`src/rtl/core/icmp_packet_checker_top_assert.svh`:
```
// Assertion macros for the ICMP packet checker top level.
`ifndef ICMP_PACKET_CHECKER_TOP_ASSERT_SVH
`define ICMP_PACKET_CHECKER_TOP_ASSERT_SVH

// Same-cycle implication, checked on clk_i while out of reset.
`define ICMP_PC_ASSERT_NOW(label, ante, cons, msg) \
  label: assert property (@(posedge clk_i) disable iff (!rst_ni) \
    (ante) |-> (cons)) else $error(msg);

// Next-cycle implication, checked on clk_i while out of reset.
`define ICMP_PC_ASSERT_NEXT(label, ante, cons, msg) \
  label: assert property (@(posedge clk_i) disable iff (!rst_ni) \
    (ante) |=> (cons)) else $error(msg);

`endif

```
`src/rtl/core/icmp_pc_pkg.sv`:
```
// Shared types, constants and functions of the ICMP packet checker.
`timescale 1ns / 1ps
`default_nettype none

package icmp_pc_pkg;

  // Width of the saturating byte counter
  localparam int LENGTH_BITS = 16;
  localparam logic [LENGTH_BITS-1:0] LEN_MAX = '1;

  // Byte positions inside the ICMP part
  localparam logic [LENGTH_BITS-1:0] REL_TYPE   = LENGTH_BITS'(0);
  localparam logic [LENGTH_BITS-1:0] REL_CODE   = LENGTH_BITS'(1);
  localparam logic [LENGTH_BITS-1:0] REL_CSUM_H = LENGTH_BITS'(2);
  localparam logic [LENGTH_BITS-1:0] REL_CSUM_L = LENGTH_BITS'(3);
  localparam logic [LENGTH_BITS-1:0] REL_IN_IHL = LENGTH_BITS'(8);
  localparam logic [LENGTH_BITS-1:0] REL_IN_PRO = LENGTH_BITS'(17);

  // Length limits
  localparam int ICMP_HDR_BYTES = 8;
  localparam int INNER_IP_MIN   = 20;
  localparam int UDP_HDR_BYTES  = 8;
  localparam logic [7:0] PROTO_UDP = 8'd17;

  // Result codes
  typedef enum logic [1:0] {
    ST_OK       = 2'd0,
    ST_SHORT    = 2'd1,
    ST_MISMATCH = 2'd2
  } status_e;

  typedef enum logic [1:0] {
    IN_UDP_OK    = 2'd0,
    IN_IP_SHORT  = 2'd1,
    IN_NOT_UDP   = 2'd2,
    IN_UDP_SHORT = 2'd3
  } inner_e;

  // Packet state as it stands after the current byte
  typedef struct packed {
    logic [LENGTH_BITS-1:0] byte_count;
    logic [5:0]             hdr_len;
    logic [15:0]            sum_final;
    logic [15:0]            checksum;
    logic [15:0]            type_code;
    logic [7:0]             inner_proto;
    logic [5:0]             inner_hl;
  } step_t;

  // One result item
  typedef struct packed {
    logic [15:0] udp_offset;
    logic [15:0] inner_ip_offset;
    inner_e      inner_status;
    logic [7:0]  icmp_code;
    logic [7:0]  icmp_type;
    logic [5:0]  ip_header_bytes;
    status_e     status;
  } result_t;

  // Ones-complement add with end-around carry
  function automatic logic [15:0] fold_add(input logic [15:0] acc, input logic [15:0] word);
    logic [16:0] s;
    s = {1'b0, acc} + {1'b0, word};
    return s[15:0] + {15'd0, s[16]};
  endfunction

endpackage

`default_nettype wire

```
`src/rtl/core/icmp_pc_accum.sv`:
```
// Per-byte packet state: header length, checksum fold and field capture.
`timescale 1ns / 1ps
`default_nettype none

module icmp_pc_accum (
  input  wire logic                          clk_i,
  input  wire logic                          rst_ni,
  input  wire logic                          accept_i,
  input  wire logic [7:0]                    data_byte_i,
  input  wire logic                          last_byte_i,
  output icmp_pc_pkg::step_t                 step_o
);

  localparam int LB = icmp_pc_pkg::LENGTH_BITS;

  logic [LB-1:0] byte_count_q, byte_count_d;
  logic [5:0]    hdr_len_q, hdr_len_d;
  logic [15:0]   sum_q, sum_d;
  logic [7:0]    held_q, held_d;
  logic          odd_q, odd_d;
  logic [15:0]   csum_q, csum_d;
  logic [15:0]   tc_q, tc_d;
  logic [7:0]    proto_q, proto_d;
  logic [5:0]    inner_hl_q, inner_hl_d;

  logic [5:0]    hl;
  logic          in_icmp;
  logic [LB-1:0] rel;
  logic [7:0]    v;
  logic [15:0]   word;
  logic [15:0]   folded;

  // Header length and position inside the ICMP part
  always_comb begin
    hl      = (byte_count_q == '0) ? {data_byte_i[3:0], 2'b00} : hdr_len_q;
    in_icmp = byte_count_q >= {{(LB-6){1'b0}}, hl};
    rel     = byte_count_q - {{(LB-6){1'b0}}, hl};
    v       = (rel == icmp_pc_pkg::REL_CSUM_H || rel == icmp_pc_pkg::REL_CSUM_L) ?
              8'h00 : data_byte_i;
  end

  // One fold covers both the completed word and the final odd-byte pad
  always_comb begin
    if (in_icmp) begin
      word = odd_q ? {held_q, v} : {v, 8'h00};
    end else begin
      word = odd_q ? {held_q, 8'h00} : 16'h0000;
    end
    folded = icmp_pc_pkg::fold_add(sum_q, word);
  end

  // Next state for this byte
  always_comb begin
    hdr_len_d    = hl;
    sum_d        = sum_q;
    held_d       = held_q;
    odd_d        = odd_q;
    csum_d       = csum_q;
    tc_d         = tc_q;
    proto_d      = proto_q;
    inner_hl_d   = inner_hl_q;
    byte_count_d = (byte_count_q < icmp_pc_pkg::LEN_MAX) ? byte_count_q + LB'(1) :
                   icmp_pc_pkg::LEN_MAX;
    if (in_icmp) begin
      if (rel == icmp_pc_pkg::REL_TYPE)   tc_d[15:8]   = data_byte_i;
      if (rel == icmp_pc_pkg::REL_CODE)   tc_d[7:0]    = data_byte_i;
      if (rel == icmp_pc_pkg::REL_CSUM_H) csum_d[15:8] = data_byte_i;
      if (rel == icmp_pc_pkg::REL_CSUM_L) csum_d[7:0]  = data_byte_i;
      if (rel == icmp_pc_pkg::REL_IN_IHL) inner_hl_d   = {data_byte_i[3:0], 2'b00};
      if (rel == icmp_pc_pkg::REL_IN_PRO) proto_d      = data_byte_i;
      if (!odd_q) begin
        held_d = v;
        odd_d  = 1'b1;
      end else begin
        sum_d = folded;
        odd_d = 1'b0;
      end
    end
  end

  // Post-byte view for the result stage
  always_comb begin
    step_o.byte_count  = byte_count_d;
    step_o.hdr_len     = hdr_len_d;
    step_o.sum_final   = folded;
    step_o.checksum    = csum_d;
    step_o.type_code   = tc_d;
    step_o.inner_proto = proto_d;
    step_o.inner_hl    = inner_hl_d;
  end

  // State registers, cleared after each last byte
  always_ff @(posedge clk_i or negedge rst_ni) begin
    if (!rst_ni) begin
      byte_count_q <= '0;
      hdr_len_q    <= '0;
      sum_q        <= '0;
      held_q       <= '0;
      odd_q        <= 1'b0;
      csum_q       <= '0;
      tc_q         <= '0;
      proto_q      <= '0;
      inner_hl_q   <= '0;
    end else if (accept_i && last_byte_i) begin
      byte_count_q <= '0;
      hdr_len_q    <= '0;
      sum_q        <= '0;
      held_q       <= '0;
      odd_q        <= 1'b0;
      csum_q       <= '0;
      tc_q         <= '0;
      proto_q      <= '0;
      inner_hl_q   <= '0;
    end else if (accept_i) begin
      byte_count_q <= byte_count_d;
      hdr_len_q    <= hdr_len_d;
      sum_q        <= sum_d;
      held_q       <= held_d;
      odd_q        <= odd_d;
      csum_q       <= csum_d;
      tc_q         <= tc_d;
      proto_q      <= proto_d;
      inner_hl_q   <= inner_hl_d;
    end
  end

endmodule

`default_nettype wire

```
`src/rtl/core/icmp_pc_result.sv`:
```
// Final verdict logic and the output register.
`timescale 1ns / 1ps
`default_nettype none

module icmp_pc_result (
  input  wire logic                 clk_i,
  input  wire logic                 rst_ni,
  input  wire logic                 load_i,
  input  wire logic                 out_ready_i,
  input  wire icmp_pc_pkg::step_t   step_i,
  output logic                      out_valid_o,
  output icmp_pc_pkg::result_t      result_o
);

  localparam int LB = icmp_pc_pkg::LENGTH_BITS;

  logic                 out_valid_q, out_valid_d;
  icmp_pc_pkg::result_t res_q, res_d;

  logic [LB-1:0] hl_ext;
  logic          short_hdr;
  logic [LB:0]   icmplen;
  logic [LB:0]   udp_need;
  logic [15:0]   inner_off;

  // Length checks
  always_comb begin
    hl_ext    = {{(LB-6){1'b0}}, step_i.hdr_len};
    short_hdr = step_i.byte_count < hl_ext;
    icmplen   = short_hdr ? '0 : {1'b0, step_i.byte_count - hl_ext};
    udp_need  = (LB+1)'(icmp_pc_pkg::ICMP_HDR_BYTES + icmp_pc_pkg::UDP_HDR_BYTES) +
                {{(LB-5){1'b0}}, step_i.inner_hl};
    inner_off = {10'd0, step_i.hdr_len} + 16'(icmp_pc_pkg::ICMP_HDR_BYTES);
  end

  // Result item
  always_comb begin
    if (short_hdr || icmplen < (LB+1)'(icmp_pc_pkg::ICMP_HDR_BYTES)) begin
      res_d.status = icmp_pc_pkg::ST_SHORT;
    end else if (~step_i.sum_final != step_i.checksum) begin
      res_d.status = icmp_pc_pkg::ST_MISMATCH;
    end else begin
      res_d.status = icmp_pc_pkg::ST_OK;
    end

    if (short_hdr ||
        icmplen < (LB+1)'(icmp_pc_pkg::ICMP_HDR_BYTES + icmp_pc_pkg::INNER_IP_MIN)) begin
      res_d.inner_status = icmp_pc_pkg::IN_IP_SHORT;
    end else if (step_i.inner_proto != icmp_pc_pkg::PROTO_UDP) begin
      res_d.inner_status = icmp_pc_pkg::IN_NOT_UDP;
    end else if (icmplen < udp_need) begin
      res_d.inner_status = icmp_pc_pkg::IN_UDP_SHORT;
    end else begin
      res_d.inner_status = icmp_pc_pkg::IN_UDP_OK;
    end

    res_d.ip_header_bytes = step_i.hdr_len;
    res_d.icmp_type       = step_i.type_code[15:8];
    res_d.icmp_code       = step_i.type_code[7:0];
    res_d.inner_ip_offset = inner_off;
    res_d.udp_offset      = (res_d.inner_status == icmp_pc_pkg::IN_UDP_OK ||
                             res_d.inner_status == icmp_pc_pkg::IN_UDP_SHORT) ?
                            inner_off + {10'd0, step_i.inner_hl} : 16'd0;
  end

  // Output valid flag
  always_comb begin
    if (load_i) begin
      out_valid_d = 1'b1;
    end else if (out_ready_i) begin
      out_valid_d = 1'b0;
    end else begin
      out_valid_d = out_valid_q;
    end
  end

  always_ff @(posedge clk_i or negedge rst_ni) begin
    if (!rst_ni) begin
      out_valid_q <= 1'b0;
    end else begin
      out_valid_q <= out_valid_d;
    end
  end

  // Payload register, no reset
  always_ff @(posedge clk_i) begin
    if (load_i) begin
      res_q <= res_d;
    end
  end

  assign out_valid_o = out_valid_q;
  assign result_o    = res_q;

endmodule

`default_nettype wire

```
`src/rtl/core/icmp_packet_checker_top.sv`:
```
// Top level of the ICMP packet checker: stream ports and handshake.
`timescale 1ns / 1ps
`default_nettype none

// Checks a received IPv4 packet carrying ICMP, fed one byte per cycle from the
// start of the outer IP header, with tlast on the final byte. The per-byte
// checksum fold and field capture settle in the same cycle the byte is
// accepted. The result request appears on the master side the cycle after
// the last byte and sits in a single output register; the input side stays
// ready while that register is empty or being taken, so full rate holds as
// long as results are drained. The checksum field counts as zero and an odd
// trailing byte is padded with zero. A packet shorter than its IP header is
// reported as too short.
module icmp_packet_checker_top (
  input  wire logic        clk_i,
  input  wire logic        rst_ni,
  input  wire logic        s_axis_tvalid_i,
  output logic             s_axis_tready_o,
  input  wire logic [7:0]  s_axis_tdata_i,   // [7:0] data_byte
  input  wire logic        s_axis_tlast_i,   // last_byte
  output logic             m_axis_tvalid_o,
  input  wire logic        m_axis_tready_i,
  // [1:0] status, [7:2] ip_header_bytes, [15:8] icmp_type, [23:16] icmp_code,
  // [25:24] inner_status, [41:26] inner_ip_offset, [57:42] udp_offset, rest 0
  output logic [63:0]      m_axis_tdata_o
);

  logic                 accept;
  icmp_pc_pkg::step_t   step;
  icmp_pc_pkg::result_t res;

  // Input handshake
  assign s_axis_tready_o = !m_axis_tvalid_o || m_axis_tready_i;
  assign accept          = s_axis_tvalid_i && s_axis_tready_o;

  icmp_pc_accum u_accum (
    .clk_i       (clk_i),
    .rst_ni      (rst_ni),
    .accept_i    (accept),
    .data_byte_i (s_axis_tdata_i),
    .last_byte_i (s_axis_tlast_i),
    .step_o      (step)
  );

  icmp_pc_result u_result (
    .clk_i       (clk_i),
    .rst_ni      (rst_ni),
    .load_i      (accept && s_axis_tlast_i),
    .out_ready_i (m_axis_tready_i),
    .step_i      (step),
    .out_valid_o (m_axis_tvalid_o),
    .result_o    (res)
  );

  // Pack the result request
  assign m_axis_tdata_o = {6'd0, 58'(res)};

  // Checks
  `include "icmp_packet_checker_top_assert.svh"

  `ICMP_PC_ASSERT_NOW(a_stall_blocks_input, m_axis_tvalid_o && !m_axis_tready_i, !s_axis_tready_o, "input accepted while result stalled")
  `ICMP_PC_ASSERT_NEXT(a_last_gives_result, accept && s_axis_tlast_i, m_axis_tvalid_o, "no result after last byte")
  `ICMP_PC_ASSERT_NOW(a_status_range, m_axis_tvalid_o, m_axis_tdata_o[1:0] != 2'd3, "status code out of range")
  `ICMP_PC_ASSERT_NOW(a_inner_offset, m_axis_tvalid_o, m_axis_tdata_o[41:26] == {10'd0, m_axis_tdata_o[7:2]} + 16'd8, "inner offset mismatch")

endmodule

`default_nettype wire
```
`config.mk`:
```
export PLATFORM = sky130hd
export DESIGN_NAME = icmp_packet_checker_top
export DESIGN_NICKNAME = d
export VERILOG_FILES = /design/src/rtl/core/icmp_pc_pkg.sv /design/src/rtl/core/icmp_pc_accum.sv /design/src/rtl/core/icmp_pc_result.sv /design/src/rtl/core/icmp_packet_checker_top.sv
export VERILOG_INCLUDE_DIRS = /design/src /design/src/rtl/core
export SDC_FILE = /design/constraint.sdc
export NUM_CORES = 1
export LEC_CHECK = 0
export ABC_AREA = 1
export BUFFER_PORTS_ARGS = -buffer_cell sky130_fd_sc_hd__buf_2
export CAP_MARGIN = 40
export CORE_ASPECT_RATIO = 1.75
export CORE_UTILIZATION = 50
export CTS_CLUSTER_DIAMETER = 50
export DETAILED_ROUTE_END_ITERATION = 8
export PLACE_DENSITY_LB_ADDON = 0.25
export SYNTH_ARGS = -nofsm -noshare
export SYNTH_HDL_FRONTEND = slang
export SYNTH_HIERARCHICAL = 1
export SYNTH_SLANG_ARGS = --single-unit
```
`constraint.sdc`:
```
create_clock -name clk_i -period 6.5 [get_ports clk_i]
set_input_delay 0.65 -clock clk_i [delete_from_list [all_inputs] [get_ports clk_i]]
set_output_delay 0.65 -clock clk_i [all_outputs]
set_load 0.01 [all_outputs]
```
==> results of run 1 <==
==> report_power, final <==
| group | internal (W) | switching (W) |
|---|---|---|
| clock | 0.000665 | 0.000375 |
| sequential | 0.000936 | 0.0000486 |
| combinational | 0.000765 | 0.00113 |
| total | 0.00237 | 0.00155 |
==> per-layer routing <==
layer | routed length [µm] | vias up
met1 | 11000 | 4889
li1 | - | 5075
met2 | 16700 | 288
met3 | 902 | 101
met5 | 0 | -
met4 | 2230 | 0
==> worst reg2reg max path: cells and delay by family (launching register included) <==
family          cells  cell delay (ns)
simple gates       30             3.66
flops               1             0.40
fa+ha+maj           5             1.06
compound gates      5             0.61
xor+xnor            1             0.14
buf+inv             7             0.75
==> final cells by class <==
class                           instances  area share, %
Multi-Input combinational cell       1107           47.7
Sequential cell                       132           27.1
Timing Repair Buffer                  202           11.3
Inverter                              226           6.59
Clock buffer                           20           3.55
Tap cell                              248           2.40
Clock inverter                         12           1.37
==> synthesized netlist by cell type, types with 15 or more instances <==
master | n | area share, %
and2_1 | 49 | 3.0
nor2_2 | 15 | 0.91
o21ai_0 | 31 | 1.5
a21oi_1 | 24 | 1.2
nand4_1 | 28 | 1.7
buf_4 | 28 | 2.0
dfrtp_1 | 94 | 23
nor2_1 | 119 | 4.3
inv_2 | 18 | 0.66
nand2_1 | 465 | 17
edfxtp_1 | 38 | 11
xor2_1 | 17 | 1.4
nand3_1 | 183 | 8.9
inv_1 | 207 | 7.5
ha_1 | 49 | 5.9
==> how the worst max path moves through the flow <==
stage	depth (start not counted)	from	end
floorplan	46	u_accum/byte_count_q[8]	u_result/result_o[1]
global placement	48	u_accum/byte_count_q[8]	u_result/result_o[1]
detailed placement	46	u_accum/byte_count_q[0]	u_result/result_o[1]
CTS	50	u_accum/byte_count_q[0]	u_result/result_o[1]
global route	46	u_accum/byte_count_q[1]	u_result/result_o[1]
finish	48	u_accum/byte_count_q[0]	u_result/result_o[1]
==> logic make-up (layout without fill, tap and decap cells) <==
group	count (synthesis)	after routing
and+or+nand+nor	917	917
DFF	132	132
xor gates and xnor gates	30	30
other	2	23
AOI/OAI and AO/OA	83	84
adders and majority gates	53	53
buffers and inverters	275	460
==> state kept, by name, indices dropped and copies added (netlist names) <==
name / count
u_result/result_o: 38
u_accum/byte_count_q: 16
u_accum/csum_q: 16
u_accum/sum_q: 16
u_accum/tc_q: 16
u_accum/held_q: 8
u_accum/proto_q: 8
u_accum/hdr_len_q: 6
u_accum/inner_hl_q: 6
u_accum/odd_q: 1
u_result/out_valid_o: 1
==> timing repair <==
item,4_1_cts,5_1_grt
setup buffers,5,11
pin swaps,4,47
gates cloned,0,1
setup endpoints to repair,1,8
resized for setup,12,101
==> per-stage QoR <==
step           power [W]  setup WS (ns)
2_1_floorplan    0.00208        0.00405
3_3_place_gp     0.00264         -0.303
3_5_place_dp     0.00268         -0.572
4_1_cts          0.00374         -0.383
5_1_grt          0.00416         -0.768
6_report         0.00392         -0.356
==> impl_metrics.ini, run 1 <==
[global_route]
grt-busiest-layer = met2
grt_util_met1_pct = 28.8
antenna_found_initial = 0
grt_pass1_vias = 9740
overflow = 0
use_met3_pct = 2.84
grt.total_usage_pct = 28.9
grt_max_degree = 60
grt_pass1_wl_um = 47600
use_met2_pct = 54.3

[clocking]
cts_sinks = 132
cts_buffer_depth = 2
root_buffer = clkbuf_16
clk_pin_slew_ns = 0.06
clock_latency_ns = 0.43
cts_buffers = 17
hold_buffers = 0
htree_levels = 4
cts_tree = built

[logic_synthesis]
synthArstFlopShare_pct = 71.2
synth-seq-cells = 132
synth_fa_ha_area_share_pct = 6.72
yosysSeqAreaShare_pct = 33.9
synth-simple-area-share_pct = 40.6
synthMuxAreaShare_pct = 0
synth_top_family_by_area = simple AND/OR/NAND/NOR gates
synth_edf_count = 38
ys_types = 46
synth_warnings = 6
synth_cells = 1492
syn-cell-area_um2 = 10300
synth-xor-area-share_pct = 2.55
avgSynthCellArea_um2 = 6.91
synthFlopType = dfrtp_1
synth_compound_area_share_pct = 4.72

[detailed_routing]
vias = 10400
drc = 0
firstDrtPassIters = 5
drt-total-wl_um = 30900
via_per_inst = 5.32
drt-initial-drc-count = 577
routedWlPerCell_um = 15.9
ant_nets = 0

[timing]
fin_setup_tns_ns = -0.356
finalHoldViolations = 0
worst_slack_ns = -0.356
rsz0062_at_grt = true
finClkSkew_ns = 0.00951
holdWs_ns = 0.135
setup_viol = 1
relSlewSlack_pct = 42.0
clock.fmax_ghz = 0.146
finalCritPeriodShare_pct = 105
slew_viol_final = 0
period_needed_ns = 6.86
worst_pin_slew_ns = 0.864

[placement]
placed_area_um2 = 11700
gp_congestion = 0.974
portBuffers = 55
dpl.hpwl_um = 23600
numPlacedInstances = 1898

[worst_setup_path]
critPathTopFamily = simple AND/OR/NAND/NOR gates
crit_fanout = 7
criticalPathCategory = flip-flop to flip-flop
crit_path_max_incr_delay_ns = 0.40
worstReg2RegEnd = u_result/result_o[1]
worst-path-buf-inv = 7
path_common_cell = nand2_2
r2r-start = u_accum/byte_count_q[0]
rr_worst_depth = 48
worstPathArrival_ns = 7.03
end_kind = flip-flop
crit_required_ns = 6.67
slowest_stage = dfrtp_1
startpoint_type = flip-flop
regToRegSetupSlack_ns = -0.36

[layout]
antenna_cells = 0
layout-drive-gt1-share_pct = 23.2
layout_commonest_cell = nand2_1
layout_common_cells = nand2_1, inv_1, nand3_1
multiInputGateArea_um2 = 6160
register_area_um2 = 3490
area_growth_pct = 25.2
n_fill_cell = 1798
stdcell_count = 1947
finalInstanceArea_um2 = 12900
nets = 1752
final_core_util_pct = 63.6

[floorplan]
core_um2 = 20300
initial_utilization_pct = 50.8
rows = 69
io_pins = 79
dieWidth_um = 111
die-area_um2 = 21200
die_height_um = 192

[power_and_ir_drop]
p_per_area_nw_per_um2 = 304
vdd_drop_max_v = 0.000174
leakage_nw = 6.99

[outcome]
status = complete, but fails checks
violations = negative setup slack

[run]
max-cap-violations = 0

[worst_hold_path]
worstHoldPathType = input port to asynchronous set/reset pin
Note: power is estimated with default switching activity, not from simulation.
==> run 2, diff against run 1 <==
CORE_UTILIZATION = 39   (was 50)
==> run 2 against run 1 <==
The run ends with design-rule violations, negative setup slack left. Register-to-register slack better by 0.33 ns. Die area up 28%. Clock power down 7%. Critical endpoint unchanged. Highest routed layer unchanged.
==> impl_metrics.ini, run 2 (synthesized netlist as in run 1, its figures left out) <==
[placement]
portBuffers = 55
numPlacedInstances = 1981
dpl.hpwl_um = 25200
gp_congestion = 0.926

[clocking]
clk_pin_slew_ns = 0.06
root_buffer = clkbuf_16
cts_sinks = 132
hold_buffers = 0
cts_tree = built
cts_buffers = 17
htree_levels = 4
cts_buffer_depth = 2
clock_latency_ns = 0.44

[floorplan]
die-area_um2 = 27100
io_pins = 79
die_height_um = 217
rows = 78
dieWidth_um = 125
initial_utilization_pct = 39.7
core_um2 = 26000

[layout]
nets = 1817
layout_common_cells = nand2_1, buf_4, inv_1
largest_reg_flops = 38
layout-drive-gt1-share_pct = 28.8
area_growth_pct = 32.4
antenna_cells = 0
stdcell_count = 2083
layout_commonest_cell = nand2_1

[timing]
finalHoldViolations = 0
finClkSkew_ns = 0.0139
rsz0062_at_grt = true
setup_viol = 2
period_needed_ns = 6.53
slew_viol_final = 0
finalCritPeriodShare_pct = 100
clock.fmax_ghz = 0.153
fin_setup_tns_ns = -0.0418
worst_pin_slew_ns = 0.872
worst_slack_ns = -0.0313
relSlewSlack_pct = 41.4

[worst_setup_path]
slowest_stage = dfrtp_1
end_kind = flip-flop
startpoint_type = flip-flop
rr_worst_depth = 53
worst-path-buf-inv = 8
path_common_cell = nand2_2
critPathTopFamily = simple AND/OR/NAND/NOR gates
crit_path_max_incr_delay_ns = 0.39
criticalPathCategory = flip-flop to flip-flop
worstPathArrival_ns = 6.71
crit_fanout = 6
cp.depth = 53
crit_required_ns = 6.68

[global_route]
grt_max_degree = 56
grt.total_usage_pct = 25.5
grt_pass1_vias = 10500
antenna_found_initial = 0
grt_pass1_wl_um = 52900
overflow = 0

[detailed_routing]
ant_nets = 0
firstDrtPassIters = 7
routedWlPerCell_um = 16.3
drt-total-wl_um = 33900
via_per_inst = 5.11
vias = 10600
drc = 6
drt-initial-drc-count = 675

[run]
max-cap-violations = 0

[power_and_ir_drop]
leakage_nw = 7.28
vdd_drop_max_v = 0.000242
p_per_area_nw_per_um2 = 306

[outcome]
violations = design-rule violations, negative setup slack
status = complete, but fails checks

[worst_hold_path]
worstHoldPathType = input port to asynchronous set/reset pin
[run 2: timing repair]
action / CTS / global route
resized for setup: 90 / 88
pin swaps: 58 / 72
hold endpoints to repair: 0 / 0
gates cloned: 2 / 0
buffers inserted: 56 / 19
endpoints found under the setup margin: 1 / 13
[run 2: final timing paths]
| check | startpoint | endpoint | slack (ns) |
|---|---|---|---|
| setup / recovery | u_accum/byte_count_q[0] | u_result/result_o[1] | -0.03 |
| hold / removal | rst_ni | u_accum/tc_q[1] | 0.20 |
| setup reg to reg | u_accum/byte_count_q[0] | u_result/result_o[1] | -0.03 |
| hold reg to reg | u_accum/tc_q[12] | u_accum/tc_q[12] | 0.47 |
| max in group asynchronous | rst_ni | u_result/out_valid_o | 5.08 |
| min in group clk_i | m_axis_tready_i | u_result/out_valid_o | 0.44 |
[run 2: per-stage QoR]
stage	util, %	power (W)	instance area, µm²	hold WS, ns	setup slack, ns
CTS	51.0	0.00398	13200	0.212	-0.0774
detailed placement	45.6	0.00271	11800	0.465	-0.587
floorplan	-	0.00208	10400	0.354	0.00405
finish	52.6	0.00418	13700	0.201	-0.0313
global placement	45.5	0.00268	11800	0.461	-0.415
global route	52.6	0.00445	13700	0.242	-0.423
[run 2: power by group]
part	leakage [nW]	switching [W]	internal, W
clock	0.266	0.000385	0.000583
combinational	5.34	0.00126	0.000964
sequential	1.66	0.0000558	0.000936
[run 2: area by class of cell]
class | instances | area, µm²
timing repair buffer | 266 | 1900
multi-input combinational | 1108 | 6420
clock buffer | 19 | 454
fill | 2477 | 12300
sequential | 132 | 3490
clock inverter | 12 | 131
tap | 320 | 400
inverter | 226 | 853
[run 2: metal layers]
layer	GRT usage, %	vias to the layer above	wire length [µm]
met4	18.5	0	2510
met1	23.8	5030	11600
li1	-	5216	-
met3	3.22	111	1070
met2	50.2	287	18700
met5	0	-	0
==> run 3, diff against run 2 <==
CELL_PAD_IN_SITES_DETAIL_PLACEMENT = 0   (was default)
CELL_PAD_IN_SITES_GLOBAL_PLACEMENT = 1   (was default)
CORE_MARGIN = 1.5   (was default)
==> run 3 against run 2 <==
The run ends with design-rule violations left. Clock power decreased by 3.0%. Flip-flop and latch count unchanged. Via count decreased by 4.7%. Global-route usage decreased by 1.1 points. Final area decreased by 2.9%. Fmax increased by 1.6%. Wire length decreased by 4.4%. Register-to-register slack improved by 0.10 ns. Non-clock buffer count decreased by 40. First-iteration DRC count decreased by 14%. Combinational power decreased by 9%. Sequential share of layout area increased by 0.76 points.
==> impl_metrics.ini, run 3 (synthesized netlist as in run 1, its figures left out) <==
[clocking]
clk_pin_slew_ns = 0.06
clock_latency_ns = 0.44
cts_sinks = 132
hold_buffers = 0
cts_buffers = 17
root_buffer = clkbuf_16
cts_tree = built
htree_levels = 4
cts_buffer_depth = 2

[timing]
relSlewSlack_pct = 40.4
worst_slack_ns = 0.0731
worst_pin_slew_ns = 0.888
setup_viol = 0
finClkSkew_ns = 0.0119
holdWs_ns = 0.242
finalCritPeriodShare_pct = 98.9
clock.fmax_ghz = 0.156
period_needed_ns = 6.43
finalHoldViolations = 0
rsz0062_at_grt = true
slew_viol_final = 0

[layout]
layout-drive-gt1-share_pct = 25.9
final_core_util_pct = 51.1
area_growth_pct = 28.6
antenna_cells = 0
nets = 1776
layout_commonest_cell = nand2_1
layout_common_cells = nand2_1, inv_1, nand3_1
largest_reg_flops = 38

[power_and_ir_drop]
fin_total_pwr_w = 0.00396
leakage_nw = 7.13
p_per_area_nw_per_um2 = 298
vdd_drop_max_v = 0.000267

[worst_setup_path]
slowest_stage = dfrtp_1
crit_path_max_incr_delay_ns = 0.40
worstReg2RegEnd = u_result/result_o[1]
end_kind = flip-flop
r2r-start = u_accum/byte_count_q[0]
regToRegSetupSlack_ns = 0.07
worstPathArrival_ns = 6.60
startpoint_type = flip-flop
criticalPathCategory = flip-flop to flip-flop
crit_fanout = 7
rr_worst_depth = 50
crit_required_ns = 6.68

[global_route]
overflow = 0
grt.total_usage_pct = 24.4
grt_pass1_wl_um = 51300
grt_max_degree = 54
grt_pass1_vias = 10300
antenna_found_initial = 0

[floorplan]
io_pins = 79
dieWidth_um = 126
rows = 78
die-area_um2 = 27500
core_um2 = 26000
die_height_um = 218
initial_utilization_pct = 39.7

[outcome]
status = complete, but fails checks
violations = design-rule violations

[detailed_routing]
ant_nets = 0
drc = 2
drt-initial-drc-count = 581
firstDrtPassIters = 9
routedWlPerCell_um = 15.9
vias = 10100
via_per_inst = 4.96
drt-total-wl_um = 32400

[placement]
dpl.hpwl_um = 25200
dp_slack_ns = -0.453
portBuffers = 55
gp_congestion = 0.934

[run]
max-cap-violations = 0

[worst_hold_path]
worstHoldPathType = input port to asynchronous set/reset pin
run 3: cell count changes in the layout (fill, tap and decap cells not counted), sizes merged:
cell	previous run	this run
clkinvlp	6	2
clkinv	5	9
inv	225	226
buf	266	226
o21ai	38	37
run 3: power by group:
| part | internal, W | switching, W | total [W] |
|---|---|---|---|
| clock network | 0.000562 | 0.000376 | 0.000938 |
| registers | 0.000936 | 0.0000467 | 0.000983 |
| logic | 0.000805 | 0.00123 | 0.00203 |
| total | 0.00230 | 0.00165 | 0.00396 |
run 3: per-layer routing:
metal  wire (µm)  track usage [%]
met5           0                0
met4        2020             15.9
met3         819             2.89
met2       17900             47.5
met1       11700             24.0
run 3: how the worst max path moves through the flow:
stage               cells past startpoint                   end  slack [ns]                     from
global placement                       48  u_result/result_o[1]       -0.42  u_accum/byte_count_q[1]
floorplan                              46  u_result/result_o[1]       0.004  u_accum/byte_count_q[8]
global route                           51  u_result/result_o[1]       -0.32  u_accum/byte_count_q[0]
CTS                                    50  u_result/result_o[1]       -0.02  u_accum/byte_count_q[1]
detailed placement                     49  u_result/result_o[1]       -0.45  u_accum/byte_count_q[0]
finish                                 50  u_result/result_o[1]        0.07  u_accum/byte_count_q[0]
run 3: area by class of cell:
cell class                      count  area, µm²
Multi-Input combinational cell   1107       6360
Sequential cell                   132       3490
Clock inverter                     13        135
Timing Repair Buffer              226       1580
Clock buffer                       19        433
Fill cell                        2616      12700
Inverter                          226        856
Tap cell                          320        400
run 3: per-stage QoR:
| stage | cells | cell area (µm²) | setup TNS (ns) |
|---|---|---|---|
| finish | 2043 | 13300 | 0 |
| global route | 2043 | 13300 | -0.318 |
| CTS | 2027 | 12900 | -0.0212 |
| detailed placement | 1982 | 11800 | -0.453 |
| global placement | 1982 | 11800 | -0.418 |
| floorplan | 1513 | 10400 | 0 |
run 3: worst max-delay path, delay by kind of cell (launching register included):
family	cells	cell delay (ns)
XOR/XNOR	1	0.14
flip-flops	1	0.40
AO/OA/AOI/OAI	5	0.48
adder cells (fa/ha/maj)	5	1.06
AND/OR/NAND/NOR	32	3.36
buffers and inverters	7	0.71
run 3: timing repair:
item | in CTS | in global routing
setup buffers | 12 | 16
endpoints found under the setup margin | 1 | 1
pin swaps | 57 | 60
resized for setup | 114 | 53
cloned | 1 | 0
